<file path="src/rtl/dssd_pkg.sv">
// Shared types, constants and helper functions of the delta sample stream decoder.
package dssd_pkg;

	localparam int SampleW   = 16;
	localparam int HighW     = 5;
	localparam int AbsW      = 13;
	localparam int Delta7W   = 7;
	localparam int Delta3W   = 3;

	localparam logic signed [SampleW-1:0] RangeLow  = -16'sd2000;
	localparam logic signed [SampleW-1:0] RangeHigh = 16'sd2000;

	// Range status codes.
	localparam logic [1:0] RANGE_IN    = 2'd0;
	localparam logic [1:0] RANGE_BELOW = 2'd1;
	localparam logic [1:0] RANGE_ABOVE = 2'd2;

	// Byte class prefixes.
	localparam logic [2:0] CLS_HIGH = 3'b000;
	localparam logic [2:0] CLS_END  = 3'b001;
	localparam logic [1:0] CLS_PAIR = 2'b01;

	typedef struct packed {
		logic [1:0]         range_status;
		logic [SampleW-1:0] sample;
		logic               is_sample;
		logic               end_of_stream;
		logic               last_of_run;
	} res_t;

	typedef struct packed {
		logic [1:0] cnt;
		res_t       r0;
		res_t       r1;
	} pair_t;

	function automatic logic [1:0] range_of(input logic [SampleW-1:0] s);
		logic signed [SampleW-1:0] v;
		v = $signed(s);
		if (v < RangeLow)
			range_of = RANGE_BELOW;
		else if (v > RangeHigh)
			range_of = RANGE_ABOVE;
		else
			range_of = RANGE_IN;
	endfunction

	function automatic res_t make_sample(input logic [SampleW-1:0] s, input logic last);
		res_t r;
		r.range_status  = range_of(s);
		r.sample        = s;
		r.is_sample     = 1'b1;
		r.end_of_stream = 1'b0;
		r.last_of_run   = last;
		make_sample = r;
	endfunction

endpackage

</file>
<file path="src/rtl/dssd_decode.sv">
// Byte decoder with the running sample state; produces up to two results per byte.
module dssd_decode
	import dssd_pkg::*;
(
	input  logic       clk,
	input  logic       arst_n,
	input  logic       advance,
	input  logic [7:0] code_byte,
	output pair_t      pair
);

	logic [SampleW-1:0] prev_q;
	logic               pend_q;
	logic [HighW-1:0]   hbits_q;

	logic [SampleW-1:0] prev_d;
	logic               pend_d;
	logic [HighW-1:0]   hbits_d;
	logic [SampleW-1:0] abs_v;
	logic [SampleW-1:0] d7;
	logic [SampleW-1:0] da;
	logic [SampleW-1:0] db;
	logic [SampleW-1:0] sum0;
	logic [SampleW-1:0] sum1;
	logic [AbsW-1:0]    raw;

	assign raw   = {hbits_q, code_byte};
	assign abs_v = {{(SampleW-AbsW){raw[AbsW-1]}}, raw};
	assign d7    = {{(SampleW-Delta7W){code_byte[6]}}, code_byte[6:0]};
	assign da    = {{(SampleW-Delta3W){code_byte[5]}}, code_byte[5:3]};
	assign db    = {{(SampleW-Delta3W){code_byte[2]}}, code_byte[2:0]};
	assign sum0  = prev_q + (code_byte[7] ? d7 : da);
	assign sum1  = sum0 + db;

	always_comb begin
		pair    = '0;
		prev_d  = prev_q;
		pend_d  = 1'b0;
		hbits_d = '0;
		if (pend_q) begin
			// The byte after a high byte is always the low byte, whatever its class.
			prev_d   = abs_v;
			pair.cnt = 2'd1;
			pair.r0  = make_sample(abs_v, 1'b1);
		end else if (code_byte[7]) begin
			prev_d   = sum0;
			pair.cnt = 2'd1;
			pair.r0  = make_sample(sum0, 1'b1);
		end else if (code_byte[7:6] == CLS_PAIR) begin
			prev_d   = sum1;
			pair.cnt = 2'd2;
			pair.r0  = make_sample(sum0, 1'b0);
			pair.r1  = make_sample(sum1, 1'b1);
		end else if (code_byte[7:5] == CLS_END) begin
			prev_d                 = '0;
			pair.cnt               = 2'd1;
			pair.r0.end_of_stream  = 1'b1;
			pair.r0.last_of_run    = 1'b1;
			pair.r0.range_status   = RANGE_IN;
		end else begin
			pend_d  = 1'b1;
			hbits_d = code_byte[HighW-1:0];
		end
	end

	always_ff @(posedge clk or negedge arst_n) begin
		if (!arst_n) begin
			prev_q  <= '0;
			pend_q  <= 1'b0;
			hbits_q <= '0;
		end else if (advance) begin
			prev_q  <= prev_d;
			pend_q  <= pend_d;
			hbits_q <= hbits_d;
		end
	end

endmodule

</file>
<file path="src/rtl/dssd_out_buf.sv">
// Two-entry result buffer that hands decoded results to the output stream one at a time.
module dssd_out_buf
	import dssd_pkg::*;
(
	input  logic  clk,
	input  logic  arst_n,
	input  logic  load,
	input  pair_t pair,
	output logic  room,
	output logic  out_valid,
	input  logic  out_ready,
	output res_t  head
);

	logic [1:0] cnt_q;
	res_t       e0_q;
	res_t       e1_q;
	logic       take;

	assign out_valid = (cnt_q != 2'd0);
	assign head      = e0_q;
	assign take      = out_valid && out_ready;
	// New results may enter once the buffer is empty or its last entry leaves now.
	assign room      = (cnt_q == 2'd0) || ((cnt_q == 2'd1) && take);

	always_ff @(posedge clk or negedge arst_n) begin
		if (!arst_n) begin
			cnt_q <= '0;
		end else if (load) begin
			cnt_q <= pair.cnt;
		end else if (take) begin
			cnt_q <= cnt_q - 2'd1;
		end
	end

	always_ff @(posedge clk) begin
		if (load) begin
			e0_q <= pair.r0;
			e1_q <= pair.r1;
		end else if (take) begin
			e0_q <= e1_q;
		end
	end

endmodule

</file>
<file path="src/rtl/delta_sample_stream_decoder_core.sv">
// Top level of the delta sample stream decoder: input register, decoder and result buffer.
//
// Channel | Direction | Payload
// s_*     | in        | s_tdata[7:0] = code_byte
// m_*     | out       | m_tdata[15:0] = sample, [17:16] = range_status, [23:18] = 0;
//         |           | m_tuser[0] = is_sample, [1] = end_of_stream; m_tlast = last_of_run
//
// A byte is registered, then decoded combinationally and loaded into the result buffer
// when it has room. Bytes that give one result pass at one per cycle while the output
// is not stalled; a pair byte holds the result buffer until both of its results have left.
// A high byte gives no result and leaves the buffer empty. Reset clears the running
// sample and all valid flags. A stalled output holds the byte in the input register.
module delta_sample_stream_decoder_core
	import dssd_pkg::*;
(
	input  logic        clk,
	input  logic        arst_n,
	input  logic        s_tvalid,
	output logic        s_tready,
	input  logic [7:0]  s_tdata,   // [7:0] code_byte
	output logic        m_tvalid,
	input  logic        m_tready,
	output logic [23:0] m_tdata,   // [15:0] sample, [17:16] range_status, [23:18] zero
	output logic        m_tlast,
	output logic [1:0]  m_tuser    // [0] is_sample, [1] end_of_stream
);

	logic       valid_s1;
	logic [7:0] byte_s1;
	logic       room;
	logic       advance;
	pair_t      pair;
	res_t       head;

	assign advance  = valid_s1 && room;
	assign s_tready = !valid_s1 || room;

	always_ff @(posedge clk or negedge arst_n) begin
		if (!arst_n) begin
			valid_s1 <= 1'b0;
		end else if (s_tready) begin
			valid_s1 <= s_tvalid;
		end
	end

	always_ff @(posedge clk) begin
		if (s_tready && s_tvalid) begin
			byte_s1 <= s_tdata;
		end
	end

	dssd_decode u_decode (
		.clk       (clk),
		.arst_n    (arst_n),
		.advance   (advance),
		.code_byte (byte_s1),
		.pair      (pair)
	);

	dssd_out_buf u_out_buf (
		.clk       (clk),
		.arst_n    (arst_n),
		.load      (advance),
		.pair      (pair),
		.room      (room),
		.out_valid (m_tvalid),
		.out_ready (m_tready),
		.head      (head)
	);

	assign m_tdata = {6'd0, head.range_status, head.sample};
	assign m_tlast = head.last_of_run;
	assign m_tuser = {head.end_of_stream, head.is_sample};

endmodule

</file>
<file path="config.mk">
export PLATFORM = sky130hd
export DESIGN_NAME = delta_sample_stream_decoder_core
export DESIGN_NICKNAME = d
export VERILOG_FILES = /design/src/rtl/dssd_pkg.sv /design/src/rtl/dssd_decode.sv /design/src/rtl/dssd_out_buf.sv /design/src/rtl/delta_sample_stream_decoder_core.sv
export SDC_FILE = /design/constraint.sdc
export NUM_CORES = 1
export LEC_CHECK = 0
export BUFFER_PORTS_ARGS = -buffer_cell sky130_fd_sc_hd__buf_2
export CAP_MARGIN = 20
export CORE_ASPECT_RATIO = 1.1
export CORE_MARGIN = 2
export CORE_UTILIZATION = 66
export CTS_CLUSTER_DIAMETER = 80
export CTS_CLUSTER_SIZE = 12
export DETAILED_ROUTE_END_ITERATION = 8
export PLACE_DENSITY_LB_ADDON = 0.15
export REMOVE_ABC_BUFFERS = 1
export SKIP_CTS_REPAIR_TIMING = 1
export SYNTH_ARGS = -nofsm -noshare
export SYNTH_HDL_FRONTEND = slang
export SYNTH_SLANG_ARGS = --single-unit
</file>
<file path="constraint.sdc">
create_clock -name clk -period 8.3 [get_ports clk]
set_input_delay 0.83 -clock clk [delete_from_list [all_inputs] [get_ports clk]]
set_output_delay 0.83 -clock clk [all_outputs]
set_load 0.005 [all_outputs]
</file>
==> key figures <==
Run status
  • Outcome: finished, final reports clean

Timing
  • Fin crit share: 63.8%
  • Minimum clock period: roughly 5300 ps
  • Tightest Pin Transition: approximately 1200 ps
  • Normalized max-slew margin: between 20% and 30%
  • Post-route setup slack: ~3000 ps
  • Max-slew violation count: 0
  • Setup violations, final: 0
  • Hold Slack: slightly below 500 ps
  • TNS Setup: 0 ps
  • RSZ-0062 raised after global routing: no
  • Layout Skew: roughly 7.2 ps
  • Final hold violation count: 0
  • Achievable Freq: approximately 190 MHz

Layout
  • Antenna Cells: 0
  • Share of cells above drive strength 1: 13.1%
  • Area Growth Syn to Fin: 8.76%
  • Filler cell count: ~570
  • Multi-input logic area: approximately 2800 sq um
  • Net total in the final layout: 602
  • Seq. cell area: a little over 2000 sq um

Setup path
  • Worst Path Max Fanout: 18
  • Critical Setup Path Class: register to register
  • Largest stage delay on the critical path: between 700 and 800 ps
  • Critical-path cell list: mux2_2, ha_1, fa_1, a211oi_1, o21ai_0, a31oi_1, ha_1, a2111oi_0, o21ai_1, a221oi_1, o211ai_1, and4b_1, nor4_1, a211oi_1
  • CP Depth: 14
  • Worst Path Buf+Inv: 0
  • CP max-delay cell: edfxtp_1
  • Crit path DAT: around 5500 ps
  • Critical Path RT: ~8500 ps
  • Critical Path Sink Type: register
  • Critical R2R Launch: byte_s1[7]$_DFFE_PP_
  • Reg2reg path depth: 14
  • R2R Path End: u_out_buf.e1_q[19]$_SDFFCE_PN0P_
  • R2R Setup Slk: about 3000 ps
  • CP startpoint kind: register
  • Delay-heaviest family, CP: compound AO/OA/AOI/OAI gates

Synthesis
  • Avg Cell Area, Syn: 9.63 sq um
  • Area leader, netlist: edfxtp_1
  • Post-Syn Area: 5060 sq um
  • Post-synth top flop: edfxtp_1
  • Synth area leaders: edfxtp_1 29%, dfrtp_1 12%, ha_1 8.7%
  • Yosys warns: 0
  • Top post-synthesis cells by count: 68 x nor2_1, 51 x nand2_1, 48 x edfxtp_1
  • Synthesized flop and latch total: between 70 and 80
  • EDFF count, synth: between 40 and 50
  • Most instantiated library cell after synthesis: nor2_1
  • Cell variety after synth: 73
  • Part of the Yosys area used for sequential elements: a little over 40%
  • Synth async-reset ratio: 34.2%
  • Post-synth top area share: between 20% and 30%
  • Synthesized instance count: between 500 and 600

Clock tree
  • CTS HTree Levels: 3
  • Clock sink count: 73
  • TritonCTS clock tree: built
  • Clock buffers created by TritonCTS: 9
  • Clock tree buffer depth: 2
  • CTS Root Cell: clkbuf_8
  • Skew-Pair Late Insertion Delay: ~360 ps
  • Worst-path clk slew: 80 ps

Run
  • Maxcap violations: 0

Drt
  • DR iter-0 viols: 550
  • Detail-routed net length per standard cell: about 21 um
  • Drt pass-1 iters: 5
  • DRC: 0
  • Final ANT Viol Nets: 0
  • WL final: about 13 mm
  • Via density: just under 7
  • DR vias: around 4.4k

Floorplan
  • Horiz. Die Dim: roughly 87 um
  • Row Count: 33
  • Core Area: around 7400 sq um
  • Boundary pin count: a little over 40
  • Die Y-Extent: 95.8 um
  • Die area: roughly 8400 sq um
  • Initial Util: slightly below 70%

GRT
  • Total gr overflow: 0
  • First-pass GRT wire length: 21.8 mm
  • Total GRT Usage: about 34%
  • GR Util met1: between 40 and 50%
  • Largest net degree at the start of global routing: 54
  • Met2 Use GR: a little over half
  • Met3 Use GR: under 10%
  • Initial antenna violation count: 0
  • GR peak layer: met2
  • Vias in the first global route: 4298

Placed design
  • DP Wirelength: 9.47 mm
  • Port bufs: 34
  • Place WS: ~3100 ps
  • Final GP Congestion: about 0.97

Hold path
  • Hold Crit Class: input pin to async pin
layout make-up:
class	count	area share (%)
well taps	87	1.98
clock buffers	12	2.82
repair buffers	41	4.25
flip-flops and latches	73	37.6
inverters	15	1.02
clock inverters	4	1.36
multi-input cells	413	51.0
per-layer routing:
layer | part of all wire (%) | wire (um) | vias to the layer above
li1 | - | - | 2032
met4 | 3.3 | 435 | 0
met5 | 0 | 0 | -
met3 | 9.2 | 1220 | 45
met2 | 47 | 6240 | 262
met1 | 40 | 5360 | 2099
flip-flops by register name, indices dropped and copies added (netlist names):
register and flops:
u_decode.pend_q 1, u_out_buf.cnt_q 2, u_decode.hbits_q 5, byte_s1 8, u_out_buf.head 21, valid_s1 1, u_out_buf.e1_q 19, u_decode.prev_q 16
how the worst max path moves through the flow:
stage	start	endpoint	slack (ps)
after detailed placement	byte_s1[7]$_DFFE_PP_	u_out_buf.e1_q[20]$_SDFFCE_PP0P_	3120
after floorplan	byte_s1[7]$_DFFE_PP_	u_out_buf.e1_q[20]$_SDFFCE_PP0P_	3830
after CTS	byte_s1[7]$_DFFE_PP_	u_out_buf.e1_q[19]$_SDFFCE_PN0P_	3090
after global routing	byte_s1[7]$_DFFE_PP_	u_out_buf.e1_q[19]$_SDFFCE_PN0P_	2700
final	byte_s1[7]$_DFFE_PP_	u_out_buf.e1_q[19]$_SDFFCE_PN0P_	3000
after global placement	byte_s1[7]$_DFFE_PP_	u_out_buf.e1_q[20]$_SDFFCE_PP0P_	3320
logic make-up after synthesis:
| logic type | Yosys count | synth area share [%] |
|---|---|---|
| fa+ha+maj | 37 | 9.45 |
| simple gates | 183 | 16.8 |
| compound gates | 162 | 23.9 |
| other cells | 1 | 0.0741 |
| xor+xnor | 22 | 4.23 |
| flops | 73 | 40.9 |
| mux | 3 | 0.643 |
| buf+inv | 44 | 4.06 |
layout by cell type, fill, tap and decap left out, drive strengths merged, types with 3 or more instances in the layout:
| master | count |
|---|---|
| nor2 | 68 |
| nand2 | 51 |
| edfxtp | 48 |
| a21oi | 42 |
| buf | 41 |
| ha | 35 |
| dfrtp | 25 |
| o21ai | 24 |
| a221oi | 21 |
| inv | 14 |
| nand3 | 14 |
| xnor2 | 13 |
| a211oi | 12 |
| clkbuf | 12 |
| a21o | 9 |
| a31oi | 9 |
| xor2 | 8 |
| a2111oi | 8 |
| and2 | 7 |
| nand2b | 7 |
| nor3 | 7 |
| nor4 | 6 |
| conb | 6 |
| o211ai | 5 |
| nor2b | 5 |
| and3 | 5 |
| a221o | 3 |
| o21a | 3 |
| a41oi | 3 |
stage by stage:
stage	utilization, %	cells	cell area, sq um
2_1_floorplan	-	501	4930
3_3_place_gp	70.6	627	5240
3_5_place_dp	70.6	627	5240
4_1_cts	73.7	643	5470
5_1_grt	74.0	645	5500
6_report	74.0	645	5500
Power is not shown: default switching activity piles up to over one toggle a cycle in this logic, so the estimate is an artifact.
